File: src/rtl/core/olt_pkg.sv
`timescale 1ns / 1ps

package olt_pkg;

	localparam int KIND_W   = 2;
	localparam int STATUS_W = 2;

	localparam logic [KIND_W-1:0] KIND_PUSH_FRONT = 2'd0;
	localparam logic [KIND_W-1:0] KIND_PUSH_BACK  = 2'd1;
	localparam logic [KIND_W-1:0] KIND_SEARCH     = 2'd2;
	localparam logic [KIND_W-1:0] KIND_DELETE     = 2'd3;

	localparam logic [STATUS_W-1:0] ST_OK   = 2'd0;
	localparam logic [STATUS_W-1:0] ST_MISS = 2'd1;
	localparam logic [STATUS_W-1:0] ST_FULL = 2'd2;

	typedef enum logic [1:0] {
		S_IDLE,
		S_INSERT,
		S_WALK,
		S_RESULT
	} state_t;

	// write enables of the link memories plus the shared read enable
	typedef struct packed {
		logic rd;
		logic val;
		logic nxt;
		logic prv;
	} link_we_t;

endpackage

File: src/rtl/core/ordered_list_table_unit.sv
`timescale 1ns / 1ps
// Sequence: an insert passes through S_INSERT and S_RESULT, a full insert goes straight to S_RESULT;
// search and delete walk k slots in S_WALK (none on an empty list, else 1..count) before S_RESULT.
// Throughput: one request at a time; the chain walk is bound by the link memory read port,
// one slot per cycle.
// Reset: arst_n empties the list at once; slot memories need no clearing.

module ordered_list_table_unit import olt_pkg::*; #(
	parameter int CAPACITY   = 64,
	parameter int DATA_WIDTH = 32,
	localparam int IW        = $clog2(CAPACITY),
	localparam int CNT_W     = $clog2(CAPACITY + 1)
) (
	input  logic                  clk,
	input  logic                  arst_n,
	input  logic                  in_valid,
	output logic                  in_stall,
	input  logic [KIND_W-1:0]     kind,
	input  logic [DATA_WIDTH-1:0] value,
	output logic                  out_valid,
	input  logic                  out_stall,
	output logic [STATUS_W-1:0]   status,
	output logic [CNT_W-1:0]      position,
	output logic [CNT_W-1:0]      count
);

	localparam logic [CNT_W-1:0] CAP_CNT = CNT_W'(CAPACITY);

	state_t state_q, state_d;

	logic [IW-1:0]         head_q, head_d;
	logic [IW-1:0]         tail_q, tail_d;
	logic [CNT_W-1:0]      count_q, count_d;
	logic [IW-1:0]         cur_q, cur_d;
	logic [CNT_W-1:0]      step_q, step_d;
	logic [STATUS_W-1:0]   res_status_q, res_status_d;
	logic [CNT_W-1:0]      res_pos_q, res_pos_d;
	logic [KIND_W-1:0]     kind_q;
	logic [DATA_WIDTH-1:0] val_q;

	logic                  out_valid_q;
	logic [STATUS_W-1:0]   out_status_q;
	logic [CNT_W-1:0]      out_pos_q;
	logic [CNT_W-1:0]      out_count_q;

	logic                  accept;
	logic                  load;

	link_we_t              we;
	logic [IW-1:0]         rd_addr;
	logic [DATA_WIDTH-1:0] rd_val;
	logic [IW-1:0]         rd_nxt;
	logic [IW-1:0]         rd_prv;
	logic [IW-1:0]         val_waddr;
	logic [DATA_WIDTH-1:0] val_wdata;
	logic [IW-1:0]         nxt_waddr;
	logic [IW-1:0]         nxt_wdata;
	logic [IW-1:0]         prv_waddr;
	logic [IW-1:0]         prv_wdata;

	logic                  alloc_req;
	logic [IW-1:0]         alloc_slot;
	logic                  free_req;

	olt_link_mem #(
		.CAPACITY   (CAPACITY),
		.DATA_WIDTH (DATA_WIDTH)
	) u_link_mem (
		.clk       (clk),
		.we        (we),
		.rd_addr   (rd_addr),
		.rd_val    (rd_val),
		.rd_nxt    (rd_nxt),
		.rd_prv    (rd_prv),
		.val_waddr (val_waddr),
		.val_wdata (val_wdata),
		.nxt_waddr (nxt_waddr),
		.nxt_wdata (nxt_wdata),
		.prv_waddr (prv_waddr),
		.prv_wdata (prv_wdata)
	);

	olt_free_pool #(
		.CAPACITY (CAPACITY)
	) u_free_pool (
		.clk        (clk),
		.arst_n     (arst_n),
		.alloc_req  (alloc_req),
		.alloc_slot (alloc_slot),
		.free_req   (free_req),
		.free_slot  (cur_q)
	);

	assign in_stall = (state_q != S_IDLE);
	assign accept   = in_valid && !in_stall;

	always_comb begin
		state_d      = state_q;
		head_d       = head_q;
		tail_d       = tail_q;
		count_d      = count_q;
		cur_d        = cur_q;
		step_d       = step_q;
		res_status_d = res_status_q;
		res_pos_d    = res_pos_q;
		we           = '0;
		rd_addr      = head_q;
		val_waddr    = alloc_slot;
		val_wdata    = val_q;
		nxt_waddr    = '0;
		nxt_wdata    = '0;
		prv_waddr    = '0;
		prv_wdata    = '0;
		alloc_req    = 1'b0;
		free_req     = 1'b0;
		load         = 1'b0;

		case (state_q)
			S_IDLE: begin
				if (accept) begin
					res_status_d = ST_OK;
					res_pos_d    = '0;
					case (kind)
						KIND_PUSH_FRONT, KIND_PUSH_BACK: begin
							if (count_q == CAP_CNT) begin
								res_status_d = ST_FULL;
								state_d      = S_RESULT;
							end else begin
								alloc_req = 1'b1;
								state_d   = S_INSERT;
							end
						end
						default: begin
							if (count_q == '0) begin
								res_status_d = ST_MISS;
								state_d      = S_RESULT;
							end else begin
								we.rd   = 1'b1;
								rd_addr = head_q;
								cur_d   = head_q;
								step_d  = CNT_W'(1);
								state_d = S_WALK;
							end
						end
					endcase
				end
			end

			S_INSERT: begin
				we.val = 1'b1;
				if (count_q == '0) begin
					head_d = alloc_slot;
					tail_d = alloc_slot;
				end else if (kind_q == KIND_PUSH_FRONT) begin
					we.nxt    = 1'b1;
					nxt_waddr = alloc_slot;
					nxt_wdata = head_q;
					we.prv    = 1'b1;
					prv_waddr = head_q;
					prv_wdata = alloc_slot;
					head_d    = alloc_slot;
				end else begin
					we.prv    = 1'b1;
					prv_waddr = alloc_slot;
					prv_wdata = tail_q;
					we.nxt    = 1'b1;
					nxt_waddr = tail_q;
					nxt_wdata = alloc_slot;
					tail_d    = alloc_slot;
				end
				count_d = count_q + CNT_W'(1);
				state_d = S_RESULT;
			end

			S_WALK: begin
				if (rd_val == val_q) begin
					state_d = S_RESULT;
					if (kind_q == KIND_SEARCH) begin
						res_pos_d = step_q;
					end else begin
						// unlink the matching slot and hand it back to the pool
						if (cur_q == head_q && cur_q == tail_q) begin
							head_d = head_q;
						end else if (cur_q == head_q) begin
							head_d = rd_nxt;
						end else if (cur_q == tail_q) begin
							tail_d = rd_prv;
						end else begin
							we.nxt    = 1'b1;
							nxt_waddr = rd_prv;
							nxt_wdata = rd_nxt;
							we.prv    = 1'b1;
							prv_waddr = rd_nxt;
							prv_wdata = rd_prv;
						end
						free_req = 1'b1;
						count_d  = count_q - CNT_W'(1);
					end
				end else if (step_q == count_q) begin
					res_status_d = ST_MISS;
					state_d      = S_RESULT;
				end else begin
					we.rd   = 1'b1;
					rd_addr = rd_nxt;
					cur_d   = rd_nxt;
					step_d  = step_q + CNT_W'(1);
				end
			end

			S_RESULT: begin
				if (!out_valid_q || !out_stall) begin
					load    = 1'b1;
					state_d = S_IDLE;
				end
			end

			default: begin
				state_d = S_IDLE;
			end
		endcase
	end

	always_ff @(posedge clk or negedge arst_n) begin
		if (!arst_n) begin
			state_q     <= S_IDLE;
			head_q      <= '0;
			tail_q      <= '0;
			count_q     <= '0;
			out_valid_q <= 1'b0;
		end else begin
			state_q <= state_d;
			head_q  <= head_d;
			tail_q  <= tail_d;
			count_q <= count_d;
			if (load) begin
				out_valid_q <= 1'b1;
			end else if (!out_stall) begin
				out_valid_q <= 1'b0;
			end
		end
	end

	always_ff @(posedge clk) begin
		cur_q        <= cur_d;
		step_q       <= step_d;
		res_status_q <= res_status_d;
		res_pos_q    <= res_pos_d;
		if (accept) begin
			kind_q <= kind;
			val_q  <= value;
		end
		if (load) begin
			out_status_q <= res_status_q;
			out_pos_q    <= res_pos_q;
			out_count_q  <= count_q;
		end
	end

	assign out_valid = out_valid_q;
	assign status    = out_status_q;
	assign position  = out_pos_q;
	assign count     = out_count_q;

	a_count_bound: assert property (@(posedge clk) disable iff (!arst_n)
		count_q <= CAP_CNT)
		else $error("element count above capacity");

	a_walk_bound: assert property (@(posedge clk) disable iff (!arst_n)
		state_q == S_WALK |-> (step_q != '0 && step_q <= count_q))
		else $error("chain walk beyond element count");

	a_full_count: assert property (@(posedge clk) disable iff (!arst_n)
		out_valid_q && out_status_q == ST_FULL |-> out_count_q == CAP_CNT)
		else $error("full status with list not full");

	a_insert_grows: assert property (@(posedge clk) disable iff (!arst_n)
		state_q == S_INSERT |=> count_q == $past(count_q) + CNT_W'(1))
		else $error("insert did not grow the list");

endmodule

File: src/rtl/core/olt_link_mem.sv
`timescale 1ns / 1ps

module olt_link_mem import olt_pkg::*; #(
	parameter int CAPACITY   = 64,
	parameter int DATA_WIDTH = 32,
	localparam int IW        = $clog2(CAPACITY)
) (
	input  logic                  clk,
	input  link_we_t              we,
	input  logic [IW-1:0]         rd_addr,
	output logic [DATA_WIDTH-1:0] rd_val,
	output logic [IW-1:0]         rd_nxt,
	output logic [IW-1:0]         rd_prv,
	input  logic [IW-1:0]         val_waddr,
	input  logic [DATA_WIDTH-1:0] val_wdata,
	input  logic [IW-1:0]         nxt_waddr,
	input  logic [IW-1:0]         nxt_wdata,
	input  logic [IW-1:0]         prv_waddr,
	input  logic [IW-1:0]         prv_wdata
);

	logic [DATA_WIDTH-1:0] val_mem [CAPACITY];
	logic [IW-1:0]         nxt_mem [CAPACITY];
	logic [IW-1:0]         prv_mem [CAPACITY];

	logic [DATA_WIDTH-1:0] rd_val_q;
	logic [IW-1:0]         rd_nxt_q;
	logic [IW-1:0]         rd_prv_q;

	always_ff @(posedge clk) begin
		if (we.val) begin
			val_mem[val_waddr] <= val_wdata;
		end
		if (we.nxt) begin
			nxt_mem[nxt_waddr] <= nxt_wdata;
		end
		if (we.prv) begin
			prv_mem[prv_waddr] <= prv_wdata;
		end
		if (we.rd) begin
			rd_val_q <= val_mem[rd_addr];
			rd_nxt_q <= nxt_mem[rd_addr];
			rd_prv_q <= prv_mem[rd_addr];
		end
	end

	assign rd_val = rd_val_q;
	assign rd_nxt = rd_nxt_q;
	assign rd_prv = rd_prv_q;

endmodule

File: src/rtl/core/olt_free_pool.sv
`timescale 1ns / 1ps

module olt_free_pool import olt_pkg::*; #(
	parameter int CAPACITY = 64,
	localparam int IW      = $clog2(CAPACITY),
	localparam int CNT_W   = $clog2(CAPACITY + 1)
) (
	input  logic          clk,
	input  logic          arst_n,
	input  logic          alloc_req,
	output logic [IW-1:0] alloc_slot,
	input  logic          free_req,
	input  logic [IW-1:0] free_slot
);

	// freed slots go on a stack; slots never handed out come from a fill count
	logic [IW-1:0]    stk [CAPACITY];
	logic [CNT_W-1:0] sp_q;
	logic [CNT_W-1:0] fresh_q;
	logic             use_stk_q;
	logic [IW-1:0]    stk_rd_q;
	logic [IW-1:0]    fresh_rd_q;
	logic [IW-1:0]    pop_idx;

	assign pop_idx = IW'(sp_q - CNT_W'(1));

	always_ff @(posedge clk or negedge arst_n) begin
		if (!arst_n) begin
			sp_q      <= '0;
			fresh_q   <= '0;
			use_stk_q <= 1'b0;
		end else if (free_req) begin
			sp_q <= sp_q + CNT_W'(1);
		end else if (alloc_req) begin
			use_stk_q <= (sp_q != '0);
			if (sp_q != '0) begin
				sp_q <= sp_q - CNT_W'(1);
			end else begin
				fresh_q <= fresh_q + CNT_W'(1);
			end
		end
	end

	always_ff @(posedge clk) begin
		if (free_req) begin
			stk[sp_q[IW-1:0]] <= free_slot;
		end
		if (alloc_req) begin
			stk_rd_q   <= stk[pop_idx];
			fresh_rd_q <= fresh_q[IW-1:0];
		end
	end

	assign alloc_slot = use_stk_q ? stk_rd_q : fresh_rd_q;

endmodule

File: config.mk
export PLATFORM = sky130hd
export DESIGN_NAME = ordered_list_table_unit
export DESIGN_NICKNAME = d
export VERILOG_FILES = /design/src/rtl/core/olt_pkg.sv /design/src/rtl/core/ordered_list_table_unit.sv /design/src/rtl/core/olt_link_mem.sv /design/src/rtl/core/olt_free_pool.sv
export SDC_FILE = /design/constraint.sdc
export NUM_CORES = 2
export LEC_CHECK = 0
export ABC_CLOCK_PERIOD_IN_PS = 6100
export CAP_MARGIN = 20
export CORE_MARGIN = 2
export CORE_UTILIZATION = 40
export DETAILED_ROUTE_END_ITERATION = 12
export DONT_BUFFER_PORTS = 1
export GPL_ROUTABILITY_DRIVEN = 1
export PLACE_DENSITY = 0.55
export SKIP_CTS_REPAIR_TIMING = 1
export SYNTH_ARGS = -nofsm -noshare
export SYNTH_HDL_FRONTEND = slang
export SYNTH_SLANG_ARGS = --single-unit
File: constraint.sdc
create_clock -name clk -period 6.1 [get_ports clk]
set_input_delay 0.915 -clock clk [delete_from_list [all_inputs] [get_ports clk]]
set_output_delay 0.915 -clock clk [all_outputs]
set_load 0.05 [all_outputs]
==> impl_metrics.json <==
{
  "outcome": "complete, no violations",
  "num_rows": 216,
  "vias": 87300,
  "grt.overflow.total": 0,
  "tns_ns": 0,
  "dr.pass1.iters": 7,
  "ir_worst_vdd_mv": 0.480,
  "clkTransAtPathRegs_ns": 0.06,
  "h-tree-depth": 5,
  "area_growth_pct": 14.1,
  "drive_gt1_share_pct": 11.9,
  "drt-initial-drc-count": 11900,
  "maxCapViolCount": 0,
  "period_share_pct": 98.7,
  "cts_tree": "done",
  "ys_types": 59,
  "worstSetupPathType": "flop to flop",
  "postRouteAntennaNets": 0,
  "slew_violations": 0,
  "die_h_um": 593,
  "ys.flop_type": "edfxtp_1",
  "power_leakage_uw": 0.0526,
  "io_pins": 56,
  "gp_routability_congestion": 0.852,
  "drt-wirelength-per-cell_um": 30.2,
  "holdWs_ns": 0.102,
  "synth_edf_count": 3328,
  "syn-num-nets": 9689,
  "ys.warnings.count": 0,
  "ys_seq_area_share_pct": 72.8,
  "die-area_mm2": 0.351,
  "synth_area_per_cell_um2": 14.4,
  "max_slew.worst_pin.slew_ns": 1.29,
  "port_buffers": 0,
  "start_util_pct": 40.1,
  "fin_cells": 14600,
  "avgViaCountPerCell": 5.96,
  "hpwl_um": 261000,
  "syn_inst": 9635,
  "syn-cell-area_mm2": 0.139,
  "reg2reg_setup_slack_ns": 0.08,
  "wl_um": 441000,
  "rsz0062_at_grt": "false",
  "p_per_area_mw_per_mm2": 520,
  "grt_pass1_vias": 84500,
  "max_slew_margin_pct": 13.5,
  "grt_pass1_wl_um": 624000,
  "cts_max_path_buffers": 4,
  "hold_viol_final": 0,
  "fmax_ghz": 0.166,
  "core_area_mm2": 0.345,
  "clk_latency_ns": 0.91,
  "period_needed_ns": 6.02,
  "dieWidth_um": 593,
  "antenna_found_initial": 44,
  "ys_ff_latch": 3364,
  "grt_start_max_net_pins": 182,
  "nets": 9811,
  "cp-start-kind": "flop",
  "nFillCells": 30000,
  "crit_path_max_fanout": 35,
  "seq_area_mm2": 0.101,
  "hp-class": "input pin to flop",
  "crit_required_ns": 6.62,
  "placedCellCount": 14000,
  "final_core_utilization_pct": 45.8,
  "grt_usage_pct": 24.6,
  "drc": 0,
  "async_flop_share_pct": 1.07,
  "skew_ns": 0.0534,
  "cts.sink_count": 3364,
  "multiInputGateArea_mm2": 0.0359,
  "crit_arrival_ns": 6.54,
  "root_buffer": "clkbuf_16",
  "end_kind": "flop",
  "setup_viol": 0,
  "cts_made_buffers": 345
}
## cells in the mapped netlist (2+ instances only)
library cell     n  area (um2)
a211oi_1       123         923
a21boi_0         2        15.0
a21o_1          10        75.1
a21oi_1        960        4800
a222oi_1         5        50.1
a22oi_1          6        45.0
a31oi_1         10        62.6
and2_1          15        93.8
and3_1           4        25.0
buf_1           52         195
buf_2           96         480
clkbuf_1       489        1840
dfrtp_1         36         901
edfxtp_1      3328       99900
ha_1            15         188
inv_1           67         251
mux2_2          29         327
mux2i_1        795        7960
mux4_2         126        2840
nand2_1       1570        5890
nand2b_1       359        2250
nand3_1         31         155
nand3b_1        11        82.6
nand4_1         14        87.6
nor2_1         268        1010
nor2b_1          3        18.8
nor3_1          59         295
nor3b_1          4        30.0
nor4_1          68         425
nor4_4           2        42.5
o2111ai_1      158        1380
o21ai_0        366        1830
o221ai_1        21         184
o22ai_1        293        1830
o31ai_1          4        30.0
o41ai_1        122        1070
or2_2            5        31.3
or3_1            9        56.3
or4_1            4        30.0
or4b_1           2        20.0
xnor2_1         61         534
xor2_1          16         140
## registers in the layout (all words and copies together), names as in the netlist, 6 cells and up
register and flops:
cur_q 6, step_q 7, u_link_mem.rd_prv 6, head_q 6
u_free_pool.stk_rd_q 6, res_pos_q 7, u_link_mem.rd_val 32, u_free_pool.sp_q 7
count_q 7, u_free_pool.stk 384, position 7, u_free_pool.fresh_rd_q 6
u_free_pool.fresh_q 6, val_q 32, u_link_mem.prv_mem 384, count 7
u_link_mem.rd_nxt 6, u_link_mem.nxt_mem 384, tail_q 6, u_link_mem.val_mem 2048
## cell families (layout without fill, tap and decap cells)
group                      Yosys count  in the layout  share of synthesized area [%]
adders and majority gates           16             16                          0.150
other                                0             19                              0
and+or+nand+nor                   2432           2432                           7.63
AOI/OAI and AO/OA                 2089           2089                           8.94
buffers and inverters              706           1110                           2.00
muxes                              951            951                           8.03
xor gates and xnor gates            77             77                          0.487
DFF                               3364           3364                           72.8
## worst max-delay path: stages, from the launching register on
cell	delay, ns
edfxtp_1	0.48
xnor2_1	0.43
nand4_1	0.51
nor4_4	0.63
buf_4	0.27
a21oi_4	0.08
mux2i_4	0.58
buf_12	0.27
buf_12	0.28
buf_12	0.30
mux2i_1	0.24
o22ai_1	0.12
nor4_1	0.91
o2111ai_1	0.45
## cells in the final DEF, fill, tap and decap left out, types with 63 or more instances in the layout
master        n
o2111ai_1   158
nand2_1    1570
o41ai_1     117
nor2_4       69
nand2b_1    359
clkinv_1     67
o22ai_1     293
clkinv_2     66
a21oi_1     958
mux2i_1     788
mux4_2      126
inv_1        63
buf_12       67
clkbuf_16   352
a211oi_1    120
nor2_1      199
buf_4       338
nor4_1       68
edfxtp_1   3328
o21ai_0     366
## path summary, 6_finish.rpt
| check | endpoint | cells past startpoint | start |
|---|---|---|---|
| worst max-delay path | u_link_mem.rd_val[24] | 13 | val_q[13] |
| worst min-delay path | val_q[23] | 0 | value[23] |
| worst max register to register | u_link_mem.rd_val[24] | 13 | val_q[13] |
| worst min register to register | position[2] | 0 | res_pos_q[2] |
| max in group asynchronous | head_q[0] | 2 | arst_n |
| min in group asynchronous | out_valid | 2 | arst_n |
## metrics by stage
stage | total power [uW] | setup WS [ns] | area (um2)
detailed placement | 60900 | 0.126 | 147000
global route | 84900 | 0.176 | 158000
finish | 82200 | 0.0784 | 158000
floorplan | 47000 | 0.0529 | 139000
CTS | 82300 | 0.0915 | 158000
global placement | 60500 | 0.109 | 147000
## power by group
group	leakage [uW]	switching, uW	internal, uW	total [uW]
combinational	0.0164	21700	10200	31900
clock	0.00555	9010	12500	21500
sequential	0.0306	941	27900	28800
## layout make-up
cell class | count | area share [%]
diodes | 19 | 0.0301
multi-input cells | 5565 | 22.7
flip-flops and latches | 3364 | 63.8
repair buffers | 413 | 2.51
well taps | 4578 | 3.62
clock inverters | 210 | 1.41
inverters | 68 | 0.166
clock buffers | 419 | 5.78
## routing by layer
metal / track usage [%] / wire, um / vias up
met1: 34.5 / 181000 / 45000
met3: 3.93 / 40800 / 786
met5: 0 / 18 / -
li1: - / - / 37000
met4: 8.11 / 15300 / 4
met2: 39.2 / 205000 / 4520
Note: power is estimated with default switching activity, not from simulation.
